[src/rtl/core/eps_pkg.sv]
// shared constants and types for the exact pattern search block
package eps_pkg;

    localparam int          PATTERN_MAX_DEF = 32;
    localparam longint      TEXT_MAX_DEF    = 65536;
    localparam int          SYM_W           = 8;
    localparam int          POS_W           = 16;

    // request codes carried on req_type
    localparam logic        REQ_PATTERN     = 1'b0;
    localparam logic        REQ_TEXT        = 1'b1;

    // what one cell hands to its neighbor
    typedef struct packed {
        logic [SYM_W-1:0] text;
        logic [SYM_W-1:0] pat;
        logic             valid;
    } t_cell_link;

endpackage

[src/rtl/core/eps_cell.sv]
// one compare cell: a text byte, a pattern byte and a pattern valid bit
module eps_cell
    import eps_pkg::*;
(
    input  logic       i_clk,
    input  logic       i_rst_n,
    input  logic       i_shift_text,
    input  logic       i_shift_pat,
    input  t_cell_link i_link,
    output t_cell_link o_link,
    output logic       o_hit
);

    logic [SYM_W-1:0] r_text;
    logic [SYM_W-1:0] r_pat;
    logic             r_valid;

    always_ff @(posedge i_clk) begin
        if (!i_rst_n) begin
            r_valid <= 1'b0;
        end else if (i_shift_pat) begin
            r_valid <= i_link.valid;
        end
    end

    always_ff @(posedge i_clk) begin
        if (i_shift_text) begin
            r_text <= i_link.text;
        end
        if (i_shift_pat) begin
            r_pat <= i_link.pat;
        end
    end

    assign o_link.text  = r_text;
    assign o_link.pat   = r_pat;
    assign o_link.valid = r_valid;

    // cells past the pattern end always agree
    assign o_hit = !r_valid || (r_text == r_pat);

endmodule

[src/rtl/core/exact_pattern_search.sv]
// top level of the exact pattern search: cell row, counters and output register
//
//  channel | signals                                   | direction
//  input   | i_in_valid / o_in_ready, req_type symbol first | in
//  output  | o_out_valid / i_out_ready, match_pos      | out
//
// one input transfer per cycle is taken; a text byte shifts the cell row and marks the
// check stage, which then resolves its compare into the output register
// the single check stage holds while the output register is full and stalled,
// and the input stalls behind it
// synchronous active-low reset clears counters, pattern valid bits and both stages
module exact_pattern_search
    import eps_pkg::*;
#(
    parameter int     PATTERN_MAX = PATTERN_MAX_DEF,
    parameter longint TEXT_MAX    = TEXT_MAX_DEF
) (
    input  logic             i_clk,
    input  logic             i_rst_n,
    input  logic             i_in_valid,
    output logic             o_in_ready,
    input  logic             i_req_type,
    input  logic [SYM_W-1:0] i_symbol,
    input  logic             i_first,
    output logic             o_out_valid,
    input  logic             i_out_ready,
    output logic [POS_W-1:0] o_match_pos
);

    localparam int LW = $clog2(PATTERN_MAX + 1);
    localparam int CW = $clog2(TEXT_MAX + 1);
    localparam int XW = (LW > CW) ? LW : CW;

    logic [LW-1:0]    r_pat_len;
    logic [CW-1:0]    r_text_cnt;
    logic             r_chk;
    logic [POS_W-1:0] r_chk_pos;
    logic             r_out_valid;
    logic [POS_W-1:0] r_out_pos;

    logic             in_fire;
    logic             is_pat;
    logic             pat_shift;
    logic             text_shift;
    logic [CW-1:0]    eff_cnt;
    logic [CW-1:0]    n_text_cnt;
    logic             chk;
    logic [POS_W-1:0] chk_pos;
    logic             adv;
    logic             match;

    t_cell_link       link_in  [PATTERN_MAX];
    t_cell_link       link_out [PATTERN_MAX];
    logic [PATTERN_MAX-1:0] hits;

    assign in_fire    = i_in_valid && o_in_ready;
    assign is_pat     = (i_req_type == REQ_PATTERN);
    assign pat_shift  = in_fire && is_pat
                        && (i_first || (r_pat_len != LW'(PATTERN_MAX)));
    assign eff_cnt    = i_first ? '0 : r_text_cnt;
    assign text_shift = in_fire && !is_pat && (eff_cnt != CW'(TEXT_MAX));
    assign n_text_cnt = eff_cnt + CW'(1);
    assign chk        = text_shift && (r_pat_len != '0)
                        && (XW'(n_text_cnt) >= XW'(r_pat_len));
    assign chk_pos    = POS_W'(XW'(n_text_cnt) - XW'(r_pat_len));

    assign adv        = r_chk && (!r_out_valid || i_out_ready);
    assign o_in_ready = !r_chk || adv;

    // newest bytes enter at cell 0, so cell k pairs text and pattern k bytes from the end
    genvar k;
    generate
        for (k = 0; k < PATTERN_MAX; k++) begin : g_cell
            if (k == 0) begin : g_head
                assign link_in[k].text  = i_symbol;
                assign link_in[k].pat   = i_symbol;
                assign link_in[k].valid = 1'b1;
            end else begin : g_body
                assign link_in[k].text  = link_out[k-1].text;
                assign link_in[k].pat   = link_out[k-1].pat;
                assign link_in[k].valid = link_out[k-1].valid && !i_first;
            end

            eps_cell u_cell (
                .i_clk        (i_clk),
                .i_rst_n      (i_rst_n),
                .i_shift_text (text_shift),
                .i_shift_pat  (pat_shift),
                .i_link       (link_in[k]),
                .o_link       (link_out[k]),
                .o_hit        (hits[k])
            );
        end
    endgenerate

    assign match = &hits;

    always_ff @(posedge i_clk) begin
        if (!i_rst_n) begin
            r_pat_len   <= '0;
            r_text_cnt  <= '0;
            r_chk       <= 1'b0;
            r_out_valid <= 1'b0;
        end else begin
            if (pat_shift) begin
                r_pat_len <= i_first ? LW'(1) : r_pat_len + LW'(1);
            end
            if (text_shift) begin
                r_text_cnt <= n_text_cnt;
            end
            r_chk <= in_fire ? chk : (r_chk && !adv);
            if (adv && match) begin
                r_out_valid <= 1'b1;
            end else if (i_out_ready) begin
                r_out_valid <= 1'b0;
            end
        end
    end

    always_ff @(posedge i_clk) begin
        if (in_fire) begin
            r_chk_pos <= chk_pos;
        end
        if (adv && match) begin
            r_out_pos <= r_chk_pos;
        end
    end

    assign o_out_valid = r_out_valid;
    assign o_match_pos = r_out_pos;

endmodule
[config.mk]
export PLATFORM = sky130hd
export DESIGN_NAME = exact_pattern_search
export DESIGN_NICKNAME = d
export VERILOG_FILES = /design/src/rtl/core/eps_pkg.sv /design/src/rtl/core/eps_cell.sv /design/src/rtl/core/exact_pattern_search.sv
export SDC_FILE = /design/constraint.sdc
export NUM_CORES = 1
export LEC_CHECK = 0
export ABC_CLOCK_PERIOD_IN_PS = 9900
export BUFFER_PORTS_ARGS = -buffer_cell sky130_fd_sc_hd__buf_2
export CAP_MARGIN = 20
export CORE_MARGIN = 10
export CORE_UTILIZATION = 50
export CTS_BUF_LIST = sky130_fd_sc_hd__clkbuf_4 sky130_fd_sc_hd__clkbuf_8
export CTS_CLUSTER_DIAMETER = 50
export CTS_CLUSTER_SIZE = 25
export DETAILED_ROUTE_END_ITERATION = 8
export PLACE_DENSITY = 0.68
export SETUP_SLACK_MARGIN = 0.3
export SYNTH_ARGS = -nofsm -noshare
export SYNTH_HDL_FRONTEND = slang
export SYNTH_SLANG_ARGS = --single-unit
[constraint.sdc]
create_clock -name i_clk -period 9.9 [get_ports i_clk]
set_input_delay 0.99 -clock i_clk [delete_from_list [all_inputs] [get_ports i_clk]]
set_output_delay 0.99 -clock i_clk [all_outputs]
set_load 0.02 [all_outputs]
* After elaboration in Yosys (flattened, before gate mapping)
Cells that the tools add are included.
** Storage, ports and cells
- Register bits :: 601
- Bits of input ports :: 14
- Output and inout port bits :: 18
- Logic and storage cells :: 261
** Operators by class
- Add/sub/neg operators :: 3
- $lt $le $gt $ge :: 1
- Eq/ne operators :: 34
- Muxes and demuxes :: 5
- Bitwise operators :: 1
- Reductions and logical operators :: 115
** Operators by type and width (number)
- 8-bit equality test :: 32
- 1-bit logical AND :: 41
- 1-bit zero test :: 36
- 1-bit logical OR :: 35
- 32-bit AND reduction :: 1
- 17-bit by 1-bit adder with 17-bit output, second input constant :: 1
- 17-bit by 6-bit >= comparator with 1-bit output :: 1
- 17-bit two-way mux :: 1
- 17-bit != test, second input constant :: 1
- 16-bit by 6-bit subtractor with 16-bit output :: 1
- 6-bit by 1-bit adder with 6-bit output, second input constant :: 1
- 6-bit two-way mux :: 1
- 6-bit != test, second input constant :: 1
- 6-bit nonzero test :: 1
- 1-bit two-way mux :: 3
- 2-bit nonzero test :: 1
- 1-bit NOT :: 1

* Longest topological paths before layout
Gate-level depths: netlist of run 1.
- Word-level depth :: 10
- Gate-level depth with buffers :: 13
- Gate-level depth less buffers :: 11

* Cells and area by module
A second synthesis of run 1 with hierarchy kept.
** Unflattened totals
- Cell total of the unflattened synthesis :: 1350
- Area, all modules :: 23010.8 um^2
** Modules (own cells, without submodules)
- eps_cell :: times used 32, cells each 31, area each 611.8 um^2, seq. area each 500.5 um^2
- exact_pattern_search :: times used 1, cells each 358, area each 3432.0 um^2, seq. area each 1461.4 um^2

* Least setup slack after synthesis of run 1
No wires, ideal clock.
- Path kind :: in2reg
- From :: in i_out_ready
- To :: reg g_cell[0].u_cell.r_pat[0], enable pin
- Setup time :: 0.722 ns
- Arrival time :: 9.014 ns
- Required time :: 9.178 ns
- Slack :: 0.164 ns
- Cell stages on the path :: 6
- Buffers on the path :: 2
- Cell sequence :: nand3b_1 -> nand2_1 -> or3_1 -> buf_2 -> inv_2 -> clkbuf_1
** Between the ends
- Cells in the longest elaborated chain, start to end :: 6
** RTL lines
- start: declaration :: RTL line exact_pattern_search.sv:26 : input logic i_out_ready,
- 1-bit logical OR :: RTL line exact_pattern_search.sv:67 : assign adv = r_chk && (!r_out_valid || i_out_ready);
- 1-bit logical AND :: RTL line exact_pattern_search.sv:67
- 1-bit logical OR :: RTL line exact_pattern_search.sv:68 : assign o_in_ready = !r_chk || adv;
- 1-bit logical AND :: RTL line exact_pattern_search.sv:56 : assign in_fire = i_in_valid && o_in_ready;
- 1-bit logical AND :: RTL line exact_pattern_search.sv:58 : assign pat_shift = in_fire && is_pat
- 1-bit logical AND :: RTL line exact_pattern_search.sv:59 : && (i_first || (r_pat_len != LW'(PATTERN_MAX)));
- via g_cell[0].u_cell.i_shift_pat :: RTL line eps_cell.sv:8 : input logic i_shift_pat,
- end signal: assignment :: RTL line eps_cell.sv:31 : r_pat <= i_link.pat;
- end: declaration :: RTL line eps_cell.sv:15 : logic [SYM_W-1:0] r_pat;
The timed path passes the listed nets, and every way through them passes these cells.
A chain may end at the register's enable or synchronous reset.

* Worst setup path after layout of run 1
- From :: in i_out_ready
- To :: reg g_cell[24].u_cell.r_text[1], enable pin
** Between the ends
- Cells in the longest elaborated chain, start to end :: 6
** RTL lines
- 1-bit logical OR :: RTL line exact_pattern_search.sv:67
- 1-bit logical AND :: RTL line exact_pattern_search.sv:67
- 1-bit logical OR :: RTL line exact_pattern_search.sv:68
- 1-bit logical AND :: RTL line exact_pattern_search.sv:56
- via in_fire :: RTL line exact_pattern_search.sv:41 : logic in_fire;
- 1-bit logical AND (2 in a row) :: RTL line exact_pattern_search.sv:61 : assign text_shift = in_fire && !is_pat && (eff_cnt != CW'(TEXT_MAX));
- end signal: assignment :: RTL line eps_cell.sv:28 : r_text <= i_link.text;
- end: declaration :: RTL line eps_cell.sv:14 : logic [SYM_W-1:0] r_text;
The timed path passes the listed nets, and every way through them passes these cells.

==> results of run 1 <==
[state kept, by name, summed over array words and instances, names as in the netlist]
register	count
r_text_cnt	17
r_chk_pos	16
g_cell.u_cell.r_pat	256
g_cell.u_cell.r_valid	32
o_match_pos	16
r_pat_len	6
r_chk	1
g_cell.u_cell.r_text	256
o_out_valid	1
[synthesized netlist by cell type (3+ instances only)]
cell type,count
a21boi_0,4
a21oi_1,44
a221oi_1,3
and3_1,4
buf_1,5
buf_2,6
buf_6,4
clkbuf_1,12
dfxtp_1,57
edfxtp_1,544
ha_1,8
inv_1,14
mux2i_1,5
nand2_1,84
nand2b_1,3
nand3_1,7
nand3b_1,3
nand4_1,77
nor2_1,35
nor2b_1,4
nor3_1,14
nor4_1,4
o211a_1,3
o21a_1,9
o21ai_0,40
or3_1,3
xnor2_1,271
xor2_1,7
[report_power, final]
part / internal (mW) / switching (mW)
sequential: 2.86 / 0.0569
combinational: 0.0657 / 0.103
clock: 0.481 / 0.884
total: 3.41 / 1.04
[stage by stage]
| step | cell area, sq um | hold slack [ns] |
|---|---|---|
| 3_5_place_dp | 23200 | 0.405 |
| 4_1_cts | 24200 | 0.422 |
| 5_1_grt | 24200 | 0.426 |
| 2_1_floorplan | 22400 | 0.400 |
| 3_3_place_gp | 23200 | 0.408 |
| 6_report | 24200 | 0.420 |
[path summary, 6_finish.rpt]
path / cells after the start / from / slack [ns] / endpoint
setup / recovery: 8 / i_out_ready / 6.02 / g_cell[24].u_cell.r_text[1]
hold / removal: 0 / r_chk_pos[0] / 0.42 / o_match_pos[0]
setup reg to reg: 7 / o_out_valid / 6.10 / g_cell[24].u_cell.r_text[1]
hold reg to reg: 0 / r_chk_pos[0] / 0.42 / o_match_pos[0]
[cell type report]
| cell class | instances | area (sq um) | share of cell area |
|---|---|---|---|
| Inverter | 15 | 63.8 | 0.00263 |
| Clock buffer | 45 | 601 | 0.0248 |
| Timing Repair Buffer | 41 | 270 | 0.0112 |
| Sequential cell | 601 | 17500 | 0.721 |
| Multi-Input combinational cell | 675 | 4730 | 0.195 |
| Clock inverter | 30 | 358 | 0.0148 |
| Tap cell | 592 | 741 | 0.0306 |
[layer usage]
| metal | global-route usage | part of all wire | vias up | wire length (microns) |
|---|---|---|---|---|
| met5 | 0 | 0 | - | 0 |
| met4 | 0.0363 | 0.021 | 0 | 787 |
| met3 | 0.0276 | 0.040 | 50 | 1520 |
| met2 | 0.230 | 0.49 | 151 | 18600 |
| met1 | 0.188 | 0.45 | 5315 | 16800 |
| li1 | - | - | 5025 | - |
[cell families (layout without fill, tap and decap cells)]
group           Yosys count  in the layout  synth area share
flops                   601            601             0.780
xor+xnor                278            278             0.109
simple gates            255            255            0.0590
compound gates          128            128            0.0353
buf+inv                  44            131           0.00993
fa+ha+maj                 9              9           0.00536
mux                       5              5           0.00223
==> impl_metrics.tcl, run 1 <==
set metrics [dict create \
    setup_ws_ns 6.02 \
    rows 77 \
    clock-sinks 601 \
    drtIter0Drc 1047 \
    place_ws_ns 5.32 \
    cp_max_fo 59 \
    clockBufferDepth 3 \
    diodes 0 \
    slew_viol_final 0 \
    async_flop_share 0 \
    max_cap_viol_count 0 \
    grt_pass1_wl_microns 59200 \
    synth_top_area_frac 0.729 \
    via_per_inst 5.27 \
    synthTopCellsByArea "edfxtp_1 73%, xnor2_1 11%, dfxtp_1 5.1%" \
    grtUsageTotal 0.140 \
    post_cts_resized 0 \
    max_freq_mhz 257 \
    syn_inst 1320 \
    post-dp-hpwl_microns 24800 \
    overflow 0 \
    fin_util 0.547 \
    start_kind "input pin" \
    vdd_drop_max_mv 0.172 \
    mostFrequentLayoutCells "544 x edfxtp_1, 271 x xnor2_1, 84 x nand2_1, 77 x nand4_1, 57 x dfxtp_1" \
    arrival_ns 4.14 \
    grt_max_degree 139 \
    insertion_delay_ns 0.66 \
    slew_headroom 0.385 \
    cts-root-buf "clkbuf_8" \
    syn_avg_cell_area_sq_um 17.0 \
    ant_nets 0 \
    nets 1398 \
    via_count 10500 \
    synth_area_sq_mm 0.0224 \
    finalPower_mw 4.45 \
    path_buf_inv 4 \
    skew_ns 0.0493 \
    fillers 3487 \
    critical-path-max-stage-delay_ns 0.74 \
    firstDrtPassIters 5 \
    io_pins 32 \
    synthFlopType "edfxtp_1" \
    setup_tns_ns 0 \
    setup_viol 0 \
    cts_tree "yes" \
    clkTransAtPathRegs_ns 0.13 \
    synth_edf_count 544 \
    ys_seq_area_frac 0.780 \
    cts-htree-levels 2 \
    fin_crit_sh 0.392 \
    post-cts-setup-buffer-count 0 \
    rsz0062_at_grt "false" \
    required_ns 10.15 \
    synth_nets 1343 \
    powerDensity_mw_per_mm2 184 \
    first_global_vias 10600 \
    yosysWarningCount 0 \
    numPlacedInstances 1922 \
    path_cells "buf_2 -> nand3b_1 -> nand2_1 -> inv_1 -> nand2_1 -> nor2_4 -> buf_4 -> buf_4" \
    wl_microns 37600 \
    timing.final.crit_period_ns 3.88 \
    drive_above_1_share 0.0931 \
    tightest_slew_ns 0.923 \
    layout_commonest_cell "edfxtp_1" \
    area_growth_pct 8.11 \
    initial_core_util 0.506 \
    holdBufCountCts 0 \
    path_delay_family "buffers and inverters" \
    fp.dieW_microns 232 \
    hold_violations 0 \
    design.die.area_sq_mm 0.0537 \
    worst_setup_path_end_kind "flop" \
    die_h_microns 232 \
    outcome "complete, no violations" \
    drc 0 \
    cts-buffers-inserted 41 \
    yosys.area.top_type "edfxtp_1" \
    gp_congestion 0.821 \
    core_sq_mm 0.0443 \
    hp-class "reg2reg" \
    io_buffers 31 \
    final_cells 1999 \
    cpMaxStageDelayCell "buf_4" \
    post_drt_wl_per_cell_microns 18.8 \
    path_class "in2reg" \
    synth_cell_types 64 \
    ys_ff_latch 601 \
    grt_antenna_before_repair 0 \
    leakagePower_nw 7.47 \
]
Power figures use the tool's default switching activity.
==> run 2: changes to the inputs <==
Settings changed: ABC_CLOCK_PERIOD_IN_PS 9900 to 4100, PLACE_DENSITY 0.68 to 0.66.
Clock period 9.9 ns to 4.1 ns, I/O delays scaled along.
==> impl_metrics.tcl, run 2 (synthesized netlist as in run 1, its figures left out) <==
set metrics [dict create \
    path_cells "and4_1 -> nand2_1 -> xor2_1 -> nor2_1 -> ha_1 -> a21oi_1 -> o21a_1 -> nand2_1 -> or2_1 -> o41ai_1 -> o32ai_1" \
    place_ws_ns 0.855 \
    setup_ws_ns 0.873 \
    pwr-share-seq 0.650 \
    wl_microns 38500 \
    gr-usage-met3 0.0286 \
    worst_setup_path_end_kind "flop" \
    setup_viol 0 \
    clockBufferDepth 3 \
    grtUsageTotal 0.144 \
    start_kind "flop" \
    grt_max_degree 121 \
    power.internal_mw 8.36 \
    drtIter0Drc 893 \
    area_growth_pct 8.92 \
    leakagePower_nw 7.53 \
    insertion_delay_ns 0.67 \
    largestRegisters "g_cell.u_cell.r_pat x256, g_cell.u_cell.r_text x256, g_cell.u_cell.r_valid x32" \
    rows 77 \
    r2r_end "r_chk_pos[14]" \
    holdCritStartpoint "i_out_ready" \
    cts_tree "yes" \
    ff_latch_area_sq_mm 0.0175 \
    io_buffers 31 \
    clock-sinks 601 \
    core_sq_mm 0.0443 \
    design.die.area_sq_mm 0.0537 \
    cpMaxStageDelayCell "dfxtp_1" \
    critical-path-max-stage-delay_ns 0.46 \
    hold_depth 3 \
    arrival_ns 3.64 \
    powerDensity_mw_per_mm2 444 \
    firstDrtPassIters 5 \
    max_freq_mhz 310 \
    grt_util_met1 0.195 \
    reg2reg_from "r_text_cnt[0]" \
    fin_crit_sh 0.787 \
    die_h_microns 232 \
    min_to "o_out_valid" \
    grt_pass1_wl_microns 60300 \
    layout_commonest_cell "edfxtp_1" \
    drc 0 \
    skew_ns 0.0528 \
    rsz0062_at_grt "false" \
    r2r_slack_ns 0.87 \
    fillers 3491 \
    cp_max_fo 8 \
    slew_viol_final 0 \
    mostFrequentLayoutCells "544 x edfxtp_1, 271 x xnor2_1, 84 x nand2_1, 77 x nand4_1, 57 x dfxtp_1" \
    post-dp-hpwl_microns 25000 \
    outcome "complete, no violations" \
    crit_top_cell "nand2_1" \
    cts-buffers-inserted 42 \
    cts-htree-levels 2 \
    io_pins 32 \
    nets 1409 \
    clkTransAtPathRegs_ns 0.13 \
    via_count 10600 \
    reg2reg_depth 11 \
    max_cap_viol_count 0 \
    initial_core_util 0.506 \
    tightest_slew_ns 0.716 \
    via_per_inst 5.26 \
    fp.dieW_microns 232 \
    diodes 0 \
    first_global_vias 10600 \
    gp_congestion 0.824 \
    slew_headroom 0.517 \
    grt_antenna_before_repair 0 \
    setup_tns_ns 0 \
    use_met2 0.230 \
    required_ns 4.51 \
    overflow 0 \
    power_frac_comb 0.039 \
    drive_above_1_share 0.0923 \
    vdd_drop_max_mv 0.321 \
    hp-class "in2reg" \
    power_frac_clock 0.311 \
    busiest_layer "met2" \
    multi_input_area_sq_mm 0.00473 \
    hold_violations 0 \
    path_class "reg2reg" \
    ant_nets 0 \
    timing.final.crit_period_ns 3.23 \
    post_drt_wl_per_cell_microns 19.1 \
    cts-root-buf "clkbuf_8" \
    power_switching_mw 2.50 \
    p_sw_frac 0.230 \
]
[run 2: cell count changes in the layout (fill, tap and decap cells not counted), sizes merged]
cell	change
clkinv	+5
dlygate4sd3	+8
inv	-5
buf	+2
clkinvlp	+1
bufinv	+2
[run 2: timing repair]
action / CTS / global route
hold buffers: 8 / 0
hold endpoints to repair: 16 / 0
gates resized for setup: 0 / 0
setup buffers: 0 / 0
[run 2: layer usage]
layer | share of wire | vias up | routed length, microns
met1 | 0.44 | 5304 | 16900
li1 | - | 5035 | -
met2 | 0.49 | 195 | 19000
met3 | 0.046 | 54 | 1770
met4 | 0.021 | 0 | 799
met5 | 0 | - | 0
[run 2: power by group through the flow]
stage	Clock, mW	Sequential [mW]	Combinational (mW)
6_report	3.38	7.05	0.424
5_1_grt	3.71	7.08	0.466
4_1_cts	3.50	7.05	0.432
3_5_place_dp	0	7.19	0.424
3_3_place_gp	0	7.18	0.424
2_1_floorplan	0	7.15	0.303
[run 2: layout make-up]
class	instances	share of cell area
Clock buffer	45	0.0246
Sequential cell	601	0.716
Inverter	15	0.00261
Timing Repair Buffer	51	0.0164
Multi-Input combinational cell	675	0.194
Tap cell	592	0.0303
Clock inverter	33	0.0167
[run 2: worst max-delay path: cells and delay by family (launching register included)]
kind,cells,cell delay [ns]
fa+ha+maj,1,0.29
xor+xnor,1,0.15
flops,1,0.46
compound gates,4,1.07
simple gates,5,1.03
[run 2: worst max path at each step]
stage                              from                         to  slack [ns]  depth (start not counted)
after floorplan             i_out_ready  g_cell[0].u_cell.r_pat[0]        0.44                          6
after global placement    r_text_cnt[0]              r_chk_pos[14]         1.0                         11
after detailed placement  r_text_cnt[0]              r_chk_pos[14]        0.86                         11
after CTS                 r_text_cnt[0]              r_chk_pos[14]        0.89                         11
after global routing      r_text_cnt[0]              r_chk_pos[14]        0.65                         11
final                     r_text_cnt[0]              r_chk_pos[14]        0.87                         11
[run 2: through the flow]
step | utilization | instance area, sq um | instances | hold slack, ns | power [mW]
3_3_place_gp | 0.526 | 23300 | 1926 | 0.404 | 7.60
3_5_place_dp | 0.526 | 23300 | 1926 | 0.405 | 7.61
6_report | 0.551 | 24400 | 2012 | 0.0912 | 10.9
4_1_cts | 0.551 | 24400 | 2012 | 0.0424 | 11.0
5_1_grt | 0.551 | 24400 | 2012 | 0.0627 | 11.2
2_1_floorplan | - | 22400 | 1320 | 0.400 | 7.45
==> run 3: changes to the inputs <==
Settings changed: ABC_CLOCK_PERIOD_IN_PS 4100 to 3000.
Clock period 4.1 ns to 3 ns, I/O delays scaled along.
==> impl_metrics.tcl, run 3 (synthesized netlist as in run 1, its figures left out) <==
set metrics [dict create \
    reg2reg_depth 11 \
    initial_core_util 0.506 \
    post-dp-hpwl_microns 25700 \
    hp-class "in2reg" \
    rsz0062_at_grt "true" \
    insertion_delay_ns 0.66 \
    arrival_ns 2.95 \
    numPlacedInstances 1946 \
    area_growth_pct 10.4 \
    first_global_vias 10800 \
    finalPower_mw 14.8 \
    clockBufferDepth 3 \
    outcome "complete, no violations" \
    placed_area_sq_mm 0.0236 \
    post_drt_wl_per_cell_microns 19.0 \
    grt_max_degree 63 \
    fin_area_sq_mm 0.0248 \
    slew_headroom 0.633 \
    cts-buffers-inserted 41 \
    firstDrtPassIters 5 \
    required_ns 3.38 \
    clock-sinks 601 \
    timing.final.crit_period_ns 2.57 \
    design.die.area_sq_mm 0.0537 \
    start_kind "flop" \
    hold_violations 0 \
    holdCritStartpoint "i_first" \
    setup_viol 0 \
    layout_commonest_cell "edfxtp_1" \
    drc 0 \
    drive_above_1_share 0.121 \
    startpoint "r_text_cnt[0]" \
    diodes 0 \
    ant_nets 0 \
    via_per_inst 5.28 \
    mostFrequentLayoutCells "544 x edfxtp_1, 270 x xnor2_1, 83 x nand2_1, 77 x nand4_1, 53 x dfxtp_1" \
    via_count 10700 \
    leakagePower_nw 7.69 \
    gp_congestion 0.846 \
    grtUsageTotal 0.143 \
    cts_tree "yes" \
    max_freq_mhz 390 \
    powerDensity_mw_per_mm2 599 \
    vdd_drop_max_mv 0.503 \
    io_pins 32 \
    fin_crit_sh 0.855 \
    overflow 0 \
    path_class "reg2reg" \
    cts-root-buf "clkbuf_8" \
    rows 77 \
    cp_max_fo 6 \
    nets 1434 \
    whs_ns 0.111 \
    core_sq_mm 0.0443 \
    final_cells 2035 \
    clkTransAtPathRegs_ns 0.12 \
    largestRegisters "g_cell.u_cell.r_pat x256, g_cell.u_cell.r_text x256, g_cell.u_cell.r_valid x32" \
    wl_microns 38600 \
    die_h_microns 232 \
    setup_tns_ns 0 \
    tightest_slew_ns 0.548 \
    worst_setup_path_end_kind "flop" \
    drtIter0Drc 1061 \
    max_cap_viol_count 0 \
    grt_antenna_before_repair 1 \
    slew_viol_final 0 \
    reg2reg_from "r_text_cnt[0]" \
    fp.dieW_microns 232 \
    cts-htree-levels 2 \
    hold_depth 4 \
    io_buffers 31 \
    grt_pass1_wl_microns 60300 \
    skew_ns 0.0395 \
]
## run 3: cell types whose count changed in the layout (fill, tap and decap cells not counted), moves of 4 or more
| cell | change |
|---|---|
| clkinv_8 | -5 |
| dfxtp_1 | -4 |
| buf_4 | +17 |
| inv_6 | +4 |
| clkinv_4 | +4 |
| o21ai_0 | -8 |
| buf_12 | +7 |
| o21ai_1 | +7 |
## run 3: power by group
part / total (mW) / internal, mW / switching, mW / leakage (nW)
sequential: 9.63 / 9.44 / 0.187 / 5.58
combinational: 0.629 / 0.267 / 0.363 / 1.63
clock: 4.56 / 1.69 / 2.88 / 0.489
total: 14.8 / 11.4 / 3.43 / 7.69
## run 3: path summary, 6_finish.rpt
kind,slack (ns),end
worst max register to register,0.43,r_chk_pos[14]
worst max-delay path,0.43,r_chk_pos[14]
worst min-delay path,0.11,r_text_cnt[2]
worst min register to register,0.44,o_match_pos[12]
## run 3: routing by layer
| layer | share of wire | GRT usage | vias up |
|---|---|---|---|
| met5 | 0.00034 | 0 | - |
| met4 | 0.020 | 0.0431 | 2 |
| met3 | 0.045 | 0.0258 | 59 |
| met2 | 0.50 | 0.237 | 232 |
| met1 | 0.43 | 0.190 | 5355 |
| li1 | - | - | 5100 |
## run 3: what timing repair did
item	CTS	global route
hold endpoints to repair	24	0
gates resized for setup	7	18
hold buffers	10	0
buffers inserted	2	2
pin swaps	2	5
setup endpoints to repair	6	21
## run 3: worst max-delay path: stages, from the launching register on
cell,delay [ns]
dfxtp_4,0.40
nor2b_4,0.13
ha_2,0.17
inv_1,0.06
fa_2,0.38
a21o_1,0.17
a21oi_2,0.15
o21a_1,0.17
nand2_2,0.08
or2_4,0.27
o41ai_2,0.20
o32ai_1,0.14
## run 3: layout make-up
class | instances | area [sq um]
flip-flops and latches | 601 | 17500
inverters | 15 | 67.6
fillers | 3455 | 19600
clock inverters | 29 | 355
clock buffers | 46 | 614
well taps | 592 | 741
multi-input cells | 675 | 4800
repair buffers | 77 | 688
## run 3: per-stage QoR
step                      setup WS, ns  utilization
after global placement           0.197        0.532
final                            0.434        0.559
after detailed placement         0.122        0.532
after CTS                        0.285        0.557
after global routing             0.263        0.559
after floorplan                  0.170            -
